**config.mk**
```make
export PLATFORM = sky130hd
export DESIGN_NAME = murmur2_case_folding_hash
export DESIGN_NICKNAME = d
export VERILOG_FILES = /design/src/rtl/mch_pkg.sv /design/src/rtl/mch_datapath.sv /design/src/rtl/mch_ctrl.sv /design/src/rtl/murmur2_case_folding_hash.sv
export SDC_FILE = /design/constraint.sdc
export NUM_CORES = 1
export LEC_CHECK = 0
export BUFFER_PORTS_ARGS = -buffer_cell sky130_fd_sc_hd__buf_2
export CORE_MARGIN = 2
export CORE_UTILIZATION = 45
export CTS_CLUSTER_DIAMETER = 50
export CTS_CLUSTER_SIZE = 40
export DETAILED_ROUTE_END_ITERATION = 16
export GPL_ROUTABILITY_DRIVEN = 0
export PLACE_DENSITY = 0.73
export SETUP_SLACK_MARGIN = 0.05
export SYNTH_ARGS = -nofsm -noshare
export SYNTH_HDL_FRONTEND = slang
export SYNTH_SLANG_ARGS = --single-unit
export TNS_END_PERCENT = 30
```
**constraint.sdc**
```tcl
create_clock -name clk -period 8.1 [get_ports clk]
set_input_delay 2.025 -clock clk [delete_from_list [all_inputs] [get_ports clk]]
set_output_delay 2.025 -clock clk [all_outputs]
set_load 0.01 [all_outputs]
```
**src/rtl/mch_pkg.sv**
```systemverilog
`default_nettype none
// ----------------------------------------------------------------------------
// mch_pkg
// shared types and constants of the case folding murmur2 hash block
// ----------------------------------------------------------------------------
package mch_pkg;

	localparam int unsigned LENGTH_BITS = 16;

	localparam logic [31:0] MIX_M      = 32'h5bd1_e995;
	localparam int unsigned MIX_R      = 24;
	localparam int unsigned FIN_A      = 13;
	localparam int unsigned FIN_B      = 15;
	localparam logic [31:0] SEED_RESET = 32'h3141_5926;

	typedef enum logic [0:0] {
		REG_HASH_SEED = 1'b0,
		REG_FOLD_CASE = 1'b1
	} reg_index_t;

	typedef enum logic [2:0] {
		OP_NONE,
		OP_MIX1,
		OP_MIX2,
		OP_MIX3,
		OP_TAIL,
		OP_FMUL
	} mul_op_t;

	typedef enum logic [2:0] {
		ST_IDLE,
		ST_MIX1,
		ST_MIX2,
		ST_MIX3,
		ST_TAIL,
		ST_FMUL,
		ST_FOUT
	} state_t;

	typedef struct packed {
		logic    accept;
		mul_op_t op;
		logic    load_out;
	} mch_cmd_t;

	typedef struct packed {
		logic mix_req;
		logic fin_req;
	} mch_status_t;

endpackage
`default_nettype wire

```
**src/rtl/mch_datapath.sv**
```systemverilog
`default_nettype none
// ----------------------------------------------------------------------------
// mch_datapath
// byte folding, word assembly, shared multiplier, counters and result register
// ----------------------------------------------------------------------------
module mch_datapath (
	input  wire logic                                clk,
	input  wire logic                                arst_n,
	input  wire mch_pkg::mch_cmd_t                   cmd,
	output mch_pkg::mch_status_t                     status,
	input  wire logic                                cfg_we,
	input  wire logic [0:0]                          cfg_index,
	input  wire logic [31:0]                         cfg_data,
	input  wire logic                                start_req,
	input  wire logic [mch_pkg::LENGTH_BITS-1:0]     msg_length,
	input  wire logic                                byte_valid,
	input  wire logic [7:0]                          data_byte,
	input  wire logic                                last,
	output logic [31:0]                              hash_value,
	output logic                                     length_error
);

	logic [31:0] seed_q;
	logic        fold_q;
	logic [31:0] hash_q;
	logic [23:0] word_q;
	logic [1:0]  phase_q;
	logic [mch_pkg::LENGTH_BITS-1:0] seen_q;
	logic [mch_pkg::LENGTH_BITS-1:0] expect_q;
	logic [31:0] k_q;
	logic [31:0] t_q;
	logic [31:0] hash_value_q;
	logic        length_error_q;

	logic [31:0] hash_eff;
	logic [23:0] word_eff;
	logic [1:0]  phase_eff;
	logic [mch_pkg::LENGTH_BITS-1:0] seen_eff;
	logic [7:0]  b;
	logic [23:0] word_nx;
	logic [31:0] mul_a;
	logic [31:0] prod;

	always_comb begin
		hash_eff  = start_req ? (seed_q ^ 32'(msg_length)) : hash_q;
		word_eff  = start_req ? 24'd0 : word_q;
		phase_eff = start_req ? 2'd0 : phase_q;
		seen_eff  = start_req ? '0 : seen_q;
		b = data_byte;
		if (fold_q && (data_byte inside {[8'h41:8'h5a]})) begin
			b = data_byte + 8'd32;
		end
		word_nx = word_eff;
		case (phase_eff)
			2'd0: word_nx[7:0]   = b;
			2'd1: word_nx[15:8]  = b;
			2'd2: word_nx[23:16] = b;
			default: word_nx = word_eff;
		endcase
	end

	assign status.mix_req = byte_valid && (phase_eff == 2'd3);
	assign status.fin_req = last;

	always_comb begin
		case (cmd.op)
			mch_pkg::OP_MIX1: mul_a = k_q;
			mch_pkg::OP_MIX2: mul_a = k_q ^ (k_q >> mch_pkg::MIX_R);
			mch_pkg::OP_MIX3: mul_a = hash_q;
			mch_pkg::OP_TAIL: mul_a = hash_q ^ 32'(word_q);
			mch_pkg::OP_FMUL: mul_a = t_q ^ (t_q >> mch_pkg::FIN_A);
			default:          mul_a = hash_q;
		endcase
	end

	assign prod = mul_a * mch_pkg::MIX_M;

	always_ff @(posedge clk or negedge arst_n) begin
		if (!arst_n) begin
			seed_q   <= mch_pkg::SEED_RESET;
			fold_q   <= 1'b1;
			hash_q   <= '0;
			word_q   <= '0;
			phase_q  <= '0;
			seen_q   <= '0;
			expect_q <= '0;
		end else begin
			if (cfg_we) begin
				case (mch_pkg::reg_index_t'(cfg_index))
					mch_pkg::REG_HASH_SEED: seed_q <= cfg_data;
					mch_pkg::REG_FOLD_CASE: fold_q <= cfg_data[0];
					default: ;
				endcase
			end
			if (cmd.accept) begin
				if (start_req) begin
					expect_q <= msg_length;
				end
				hash_q  <= hash_eff;
				word_q  <= word_eff;
				phase_q <= phase_eff;
				seen_q  <= seen_eff;
				if (byte_valid) begin
					if (phase_eff == 2'd3) begin
						word_q  <= '0;
						phase_q <= '0;
					end else begin
						word_q  <= word_nx;
						phase_q <= phase_eff + 2'd1;
					end
					if (seen_eff != '1) begin
						seen_q <= seen_eff + 1'b1;
					end
				end
			end
			if (cmd.op == mch_pkg::OP_MIX3) begin
				hash_q <= prod ^ k_q;
			end
		end
	end

	always_ff @(posedge clk) begin
		if (cmd.accept) begin
			k_q <= {b, word_eff};
		end
		case (cmd.op)
			mch_pkg::OP_MIX1: k_q <= prod;
			mch_pkg::OP_MIX2: k_q <= prod;
			mch_pkg::OP_TAIL: t_q <= (phase_q != 2'd0) ? prod : hash_q;
			mch_pkg::OP_FMUL: t_q <= prod;
			default: ;
		endcase
		if (cmd.load_out) begin
			hash_value_q   <= t_q ^ (t_q >> mch_pkg::FIN_B);
			length_error_q <= (seen_q != expect_q);
		end
	end

	assign hash_value   = hash_value_q;
	assign length_error = length_error_q;

endmodule
`default_nettype wire

```
**src/rtl/mch_ctrl.sv**
```systemverilog
`default_nettype none
// ----------------------------------------------------------------------------
// mch_ctrl
// sequencer for word mixing and finish, input and output handshakes
// ----------------------------------------------------------------------------
module mch_ctrl (
	input  wire logic                 clk,
	input  wire logic                 arst_n,
	input  wire logic                 in_valid,
	output logic                      in_stall,
	output logic                      out_valid,
	input  wire logic                 out_stall,
	input  wire mch_pkg::mch_status_t status,
	output mch_pkg::mch_cmd_t         cmd
);

	mch_pkg::state_t state_q, state_nx;
	logic fin_q;
	logic out_valid_q;
	logic out_free;

	assign out_free = !out_valid_q || !out_stall;

	always_comb begin
		state_nx     = state_q;
		cmd.accept   = 1'b0;
		cmd.op       = mch_pkg::OP_NONE;
		cmd.load_out = 1'b0;
		in_stall     = 1'b1;
		case (state_q)
			mch_pkg::ST_IDLE: begin
				in_stall   = 1'b0;
				cmd.accept = in_valid;
				if (in_valid) begin
					if (status.mix_req) begin
						state_nx = mch_pkg::ST_MIX1;
					end else if (status.fin_req) begin
						state_nx = mch_pkg::ST_TAIL;
					end
				end
			end
			mch_pkg::ST_MIX1: begin
				cmd.op   = mch_pkg::OP_MIX1;
				state_nx = mch_pkg::ST_MIX2;
			end
			mch_pkg::ST_MIX2: begin
				cmd.op   = mch_pkg::OP_MIX2;
				state_nx = mch_pkg::ST_MIX3;
			end
			mch_pkg::ST_MIX3: begin
				cmd.op   = mch_pkg::OP_MIX3;
				state_nx = fin_q ? mch_pkg::ST_TAIL : mch_pkg::ST_IDLE;
			end
			mch_pkg::ST_TAIL: begin
				cmd.op   = mch_pkg::OP_TAIL;
				state_nx = mch_pkg::ST_FMUL;
			end
			mch_pkg::ST_FMUL: begin
				cmd.op   = mch_pkg::OP_FMUL;
				state_nx = mch_pkg::ST_FOUT;
			end
			mch_pkg::ST_FOUT: begin
				if (out_free) begin
					cmd.load_out = 1'b1;
					state_nx     = mch_pkg::ST_IDLE;
				end
			end
			default: state_nx = mch_pkg::ST_IDLE;
		endcase
	end

	always_ff @(posedge clk or negedge arst_n) begin
		if (!arst_n) begin
			state_q     <= mch_pkg::ST_IDLE;
			fin_q       <= 1'b0;
			out_valid_q <= 1'b0;
		end else begin
			state_q <= state_nx;
			if (cmd.accept) begin
				fin_q <= status.fin_req;
			end
			if (cmd.load_out) begin
				out_valid_q <= 1'b1;
			end else if (!out_stall) begin
				out_valid_q <= 1'b0;
			end
		end
	end

	assign out_valid = out_valid_q;

endmodule
`default_nettype wire

```
**src/rtl/murmur2_case_folding_hash.sv**
```systemverilog
`default_nettype none
// ----------------------------------------------------------------------------
// murmur2_case_folding_hash
// streaming 32-bit murmur2 hash, one byte per word, optional ascii case folding
// ----------------------------------------------------------------------------
// a byte that leaves a word incomplete is only stored; the fourth byte of a word
// is mixed by three passes through the one shared multiplier
// a last word adds the tail multiply, the avalanche multiply and the output load
// the result sits in an output register while the next word is taken
// reset: asynchronous, active low; hash state clears, seed and fold take defaults
// ----------------------------------------------------------------------------
module murmur2_case_folding_hash (
	input  wire logic                            clk,
	input  wire logic                            arst_n,
	input  wire logic                            in_valid,
	output logic                                 in_stall,
	input  wire logic                            start_req,
	input  wire logic [mch_pkg::LENGTH_BITS-1:0] msg_length,
	input  wire logic                            byte_valid,
	input  wire logic [7:0]                      data_byte,
	input  wire logic                            last,
	output logic                                 out_valid,
	input  wire logic                            out_stall,
	output logic [31:0]                          hash_value,
	output logic                                 length_error,
	input  wire logic                            cfg_valid,
	output logic                                 cfg_ready,
	input  wire logic [0:0]                      cfg_index,
	input  wire logic [31:0]                     cfg_data
);

	mch_pkg::mch_cmd_t    cmd;
	mch_pkg::mch_status_t status;

	assign cfg_ready = 1'b1;

	mch_ctrl u_ctrl (
		.clk       (clk),
		.arst_n    (arst_n),
		.in_valid  (in_valid),
		.in_stall  (in_stall),
		.out_valid (out_valid),
		.out_stall (out_stall),
		.status    (status),
		.cmd       (cmd)
	);

	mch_datapath u_datapath (
		.clk          (clk),
		.arst_n       (arst_n),
		.cmd          (cmd),
		.status       (status),
		.cfg_we       (cfg_valid && cfg_ready),
		.cfg_index    (cfg_index),
		.cfg_data     (cfg_data),
		.start_req    (start_req),
		.msg_length   (msg_length),
		.byte_valid   (byte_valid),
		.data_byte    (data_byte),
		.last         (last),
		.hash_value   (hash_value),
		.length_error (length_error)
	);

endmodule
`default_nettype wire

```
==> flow_metrics.tcl, run 1 <==
set metrics [dict create \
    status "complete, no violations" \
    final_common_cell "inv_1" \
    portBuffers 99 \
    final_antenna_net_count 0 \
    fp.dieArea_sq_mm 0.0478 \
    cts_tree "built" \
    clock-root-buffer "clkbuf_16" \
    synth_ff_type "dfrtp_1" \
    start_kind "flip-flop" \
    multiInputGateArea_sq_mm 0.0130 \
    grt_pass1_wl_um 96500 \
    fin_tns_setup_ps 0 \
    layout.nets 2714 \
    cp_top_family "adder cells" \
    dieHeight_um 219 \
    fp-row-count 78 \
    num_antenna_cells 0 \
    synth_seq_cells 225 \
    final_cell_mix "inv_1 (363), nand2_1 (254), ha_1 (220)" \
    slowest_stage "fa_1" \
    hp-class "flip-flop to flip-flop" \
    core_area_sq_mm 0.0454 \
    fin_skew_ps 29.1 \
    ys_warn_count 0 \
    grt-ovfl-total 0 \
    netlist_area_sq_mm 0.0207 \
    tightest_slew_ps 1300 \
    hold_viol 0 \
    routed-via-count 16300 \
    fin_crit_sh_pct 96.2 \
    dr.pass1.iters 6 \
    setup-violations-final 0 \
    endpoint_kind "flip-flop" \
    vias_per_cell 5.68 \
    fmax_mhz 128 \
    syn_avg_cell_area_sq_um 9.86 \
    cp_max_fo 14 \
    clk_path_buf_depth 3 \
    drt_iter0_markers 1643 \
    cp_num_buf_inv 8 \
    drc_errors 0 \
    synth_enable_flop_cells 97 \
    post_drt_wl_per_cell_um 22.1 \
    cts_sinks 225 \
    cts-buffers-inserted 28 \
    rrSetupSlack_ps 310 \
    synth.distinct_cells 78 \
    grt_setup_unrepaired "yes" \
    synthCells 2101 \
    antenna_found_initial 2 \
    critical_path_class "flip-flop to flip-flop" \
    nFillCells 3971 \
    worstPathArrival_ps 8210 \
    slew_violations 0 \
    htreeDepth 1 \
    layout-drive-gt1-share_pct 15.4 \
    slew_headroom_pct 12.3 \
    cts.reportedPaths.clkPinSlew_ps 70 \
    maxCapViolCount 0 \
    seq_area_sq_mm 0.00614 \
    synthesis.nets 2565 \
    start_util_pct 45.7 \
    dp_hpwl_um 49500 \
    worst_ep_required_time_ps 8520 \
    wl_um 63400 \
    grt_start_max_net_pins 73 \
    clock_latency_ps 600 \
    critPathMostFrequentCell "fa_1" \
    syn_to_final_growth_pct 13.8 \
    period_minus_slack_ps 7790 \
    io_pins 101 \
    synthArstFlopShare_pct 56.9 \
    grt_util_all_layers_pct 26.8 \
    grt_pass1_vias 16800 \
    die_x_um 219 \
    ys_seq_area_share_pct 29.6 \
    cp_slowest_stage_delay_ps 580 \
]
[path summary, 6_finish.rpt]
| path | from | end | cells past startpoint |
|---|---|---|---|
| worst min register to register | u_datapath.expect_q[1]$_DFFE_PN0P_ | u_datapath.expect_q[1]$_DFFE_PN0P_ | 2 |
| worst min-delay path | u_datapath.expect_q[1]$_DFFE_PN0P_ | u_datapath.expect_q[1]$_DFFE_PN0P_ | 2 |
| min in group asynchronous | arst_n | u_datapath.seed_q[27]$_DFFE_PN0P_ | 1 |
| max in group asynchronous | arst_n | u_ctrl.state_q[1]$_DFFE_PN0P_ | 2 |
| worst max-delay path | u_ctrl.state_q[1]$_DFFE_PN0P_ | u_datapath.k_q[31]$_DFFE_PP_ | 27 |
| worst max register to register | u_ctrl.state_q[1]$_DFFE_PN0P_ | u_datapath.k_q[31]$_DFFE_PP_ | 27 |
[sequential cells by signal, indices dropped and copies added (netlist names), 16 cells and up]
register,cells
u_datapath.hash_q,32
u_datapath.hash_value,32
u_datapath.k_q,32
u_datapath.seed_q,32
u_datapath.t_q,32
u_datapath.word_q,24
u_datapath.expect_q,16
u_datapath.seen_q,16
[tightest hold or removal path, stage by stage (launching register included)]
cell     delay (ps)
dfrtp_1         360
nand2_1          50
nand2_1          60
[cells in the mapped netlist, drive strengths merged, types with 4 or more instances]
library cell	n	area share, %
a211o	4	0.17
a211oi	12	0.48
a21o	19	0.69
a21oi	69	1.7
a221o	8	0.39
a221oi	5	0.24
a22o	10	0.42
a22oi	13	0.50
a31oi	9	0.27
a32o	16	0.77
and2	4	0.12
and3	15	0.45
buf	24	0.69
clkbuf	55	1.0
dfrtp	115	14
dfstp	13	1.6
edfxtp	97	14
fa	178	17
ha	221	13
inv	364	6.6
mux2	37	2.0
mux2i	5	0.24
nand2	256	4.7
nand2b	12	0.36
nand3	20	0.48
nand3b	23	0.83
nand4	6	0.18
nor2	73	1.3
nor2b	13	0.40
nor3	13	0.34
nor3b	12	0.43
nor4	5	0.18
o2111ai	4	0.17
o211ai	29	1.1
o21a	8	0.29
o21ai	114	2.8
o21bai	5	0.18
o221ai	4	0.20
o22ai	11	0.33
xnor2	88	3.8
xnor3	5	0.54
xor2	81	3.5
[metrics by stage]
step           area (sq um)  setup WS (ps)  hold slack [ps]  std cells  utilization [%]
6_report              23600            307              503       2872             51.9
3_5_place_dp          22400            107              483       2813             49.3
2_1_floorplan         20700          0.944              446       2101                -
4_1_cts               23400           54.3              503       2865             51.6
3_3_place_gp          22400            200              479       2813             49.3
5_1_grt               23600           35.0              536       2872             51.9
[layout make-up]
type                    count  share of cell area [%]
flip-flops and latches    225                    26.0
well taps                 600                    3.18
clock buffers              31                    3.15
repair buffers            198                    5.46
clock inverters            21                    1.19
inverters                 364                    5.80
multi-input cells        1433                    55.2
[logic make-up after synthesis]
| family | share of synthesized area [%] |
|---|---|
| and+or+nand+nor | 10.2 |
| buffers and inverters | 8.29 |
| adders and majority gates | 30.5 |
| AOI/OAI and AO/OA | 11.2 |
| DFF | 29.6 |
| xor gates and xnor gates | 7.97 |
| muxes | 2.25 |
| other | 0.0181 |
[timing repair]
| item | 4_1_cts | 5_1_grt |
|---|---|---|
| hold buffers | 0 | 0 |
| gates resized for setup | 0 | 31 |
| buffers inserted | 0 | 7 |
| endpoints found under the setup margin | 0 | 41 |
[per-layer routing]
metal | share of wire [%] | track usage [%] | routed length, um | vias up
li1 | - | - | - | 7246
met1 | 39 | 34.7 | 24600 | 8017
met2 | 45 | 41.5 | 28400 | 809
met3 | 10 | 6.37 | 6390 | 243
met4 | 6.3 | 14.4 | 4010 | 2
met5 | 0.021 | 0 | 13 | -
Power of run 1 is left out: the tool's default activity adds up to more than one toggle a clock period on the data nets, which glitch-free logic cannot reach.
==> run 2: changes to the inputs <==
RECOVER_POWER = 25   (was not set)
SKIP_LAST_GASP = 1   (was not set)
==> flow_metrics.tcl, run 2 (same netlist as run 1, synthesis figures left out) <==
set metrics [dict create \
    status "finished, violations left" \
    violations "max-capacitance violations, max-slew violations" \
    critical_path_class "flip-flop to flip-flop" \
    grt-ovfl-total 0 \
    final_common_cell "inv_1" \
    critPathMostFrequentCell "fa_1" \
    fmax_mhz 128 \
    dr.pass1.iters 5 \
    antenna_found_initial 2 \
    worstPathArrival_ps 8220 \
    dp_hpwl_um 49500 \
    htreeDepth 1 \
    seq_area_sq_mm 0.00614 \
    fin_tns_setup_ps 0 \
    period_minus_slack_ps 7800 \
    clock_latency_ps 600 \
    final_cell_mix "inv_1 (364), nand2_1 (254), ha_1 (220)" \
    cp_top_family "adder cells" \
    start_util_pct 45.7 \
    layout.nets 2714 \
    start_kind "flip-flop" \
    cts-buffers-inserted 28 \
    maxCapViolCount 1 \
    post_drt_wl_per_cell_um 22.1 \
    drc_errors 0 \
    cp_slowest_stage_delay_ps 580 \
    final_antenna_net_count 0 \
    slew_headroom_pct -163 \
    grt_util_all_layers_pct 26.8 \
    cts_tree "built" \
    clock-root-buffer "clkbuf_16" \
    nFillCells 3976 \
    num_antenna_cells 0 \
    layout-drive-gt1-share_pct 15.0 \
    dieHeight_um 219 \
    tightest_slew_ps 3940 \
    cp_max_fo 14 \
    setup-violations-final 0 \
    clk_path_buf_depth 3 \
    vias_per_cell 5.70 \
    grt_setup_unrepaired "yes" \
    fin_crit_sh_pct 96.3 \
    slew_violations 73 \
    core_area_sq_mm 0.0454 \
    fp.dieArea_sq_mm 0.0478 \
    hold_ws_ps 504 \
    grt_pass1_vias 16800 \
    wl_um 63400 \
    cts_sinks 225 \
    multiInputGateArea_sq_mm 0.0130 \
    cp_num_buf_inv 8 \
    slowest_stage "fa_1" \
    cts.reportedPaths.clkPinSlew_ps 70 \
    grt_pass1_wl_um 96500 \
    holdBufCountCts 0 \
    hp-class "flip-flop to flip-flop" \
    instances_no_fill 2872 \
    fin_skew_ps 28.4 \
    endpoint_kind "flip-flop" \
    grt_start_max_net_pins 73 \
    portBuffers 99 \
    hold_viol 0 \
    fp-row-count 78 \
    routed-via-count 16400 \
    place_inst 2813 \
    io_pins 101 \
    syn_to_final_growth_pct 13.6 \
    worst_ep_required_time_ps 8520 \
    drt_iter0_markers 1716 \
    die_x_um 219 \
]
[run 2: cell types whose count changed in the layout (fill, tap and decap cells not counted), sizes merged]
cell / change
clkbuf: +9
buf: -9
[run 2: per-layer routing]
layer	wire, um	GRT usage, %
met1	24400	34.7
met2	28600	41.5
met3	6560	6.37
met4	3860	14.4
met5	24	0
[run 2: final timing paths]
| path | to | slack, ps | start | depth (start not counted) |
|---|---|---|---|---|
| max | u_datapath.k_q[31]$_DFFE_PP_ | 300 | u_ctrl.state_q[1]$_DFFE_PN0P_ | 27 |
| min | u_datapath.expect_q[1]$_DFFE_PN0P_ | 500 | u_datapath.expect_q[1]$_DFFE_PN0P_ | 2 |
| max reg2reg | u_datapath.k_q[31]$_DFFE_PP_ | 300 | u_ctrl.state_q[1]$_DFFE_PN0P_ | 27 |
| min reg2reg | u_datapath.expect_q[1]$_DFFE_PN0P_ | 500 | u_datapath.expect_q[1]$_DFFE_PN0P_ | 2 |
| max in group asynchronous | u_ctrl.state_q[1]$_DFFE_PN0P_ | 2870 | arst_n | 2 |
| min in group asynchronous | u_datapath.seed_q[27]$_DFFE_PN0P_ | 2790 | arst_n | 1 |
[run 2: through the flow]
| stage | instance area [sq um] | worst slack (ps) | util [%] |
|---|---|---|---|
| floorplan | 20700 | 0.944 | - |
| global placement | 22400 | 200 | 49.3 |
| detailed placement | 22400 | 107 | 49.3 |
| CTS | 23400 | 54.3 | 51.6 |
| global route | 23500 | 26.2 | 51.9 |
| finish | 23500 | 299 | 51.9 |
[run 2: worst reg2reg max path, cell delays in order (launching register included)]
cell and delay, ps:
dfrtp_4 550, buf_4 190, xor2_4 270, buf_4 320
a22oi_1 120, nor2_1 100, a221o_1 210, buf_4 280
fa_1 470, ha_1 290, inv_1 50, fa_1 470
inv_1 50, fa_1 480, fa_1 580, fa_1 450
fa_1 500, inv_1 50, fa_1 470, inv_1 40
ha_1 280, buf_4 170, and3_1 180, a311oi_1 330
o21ai_1 180, xnor2_2 310, nor2_1 80, a21oi_1 150
[run 2: layout make-up]
type	instances	share of cell area, %
Clock buffer	31	3.16
Clock inverter	21	1.20
Inverter	364	5.80
Multi-Input combinational cell	1433	55.2
Sequential cell	225	26.1
Tap cell	600	3.19
Timing Repair Buffer	198	5.34
[run 2: timing repair]
| item | CTS | global route |
|---|---|---|
| gates resized for setup | 0 | 31 |
| setup buffers | 0 | 7 |
| endpoints found under the setup margin | 0 | 41 |
| endpoints found under the hold margin | 0 | 0 |
Power of run 2 is left out for the same reason.
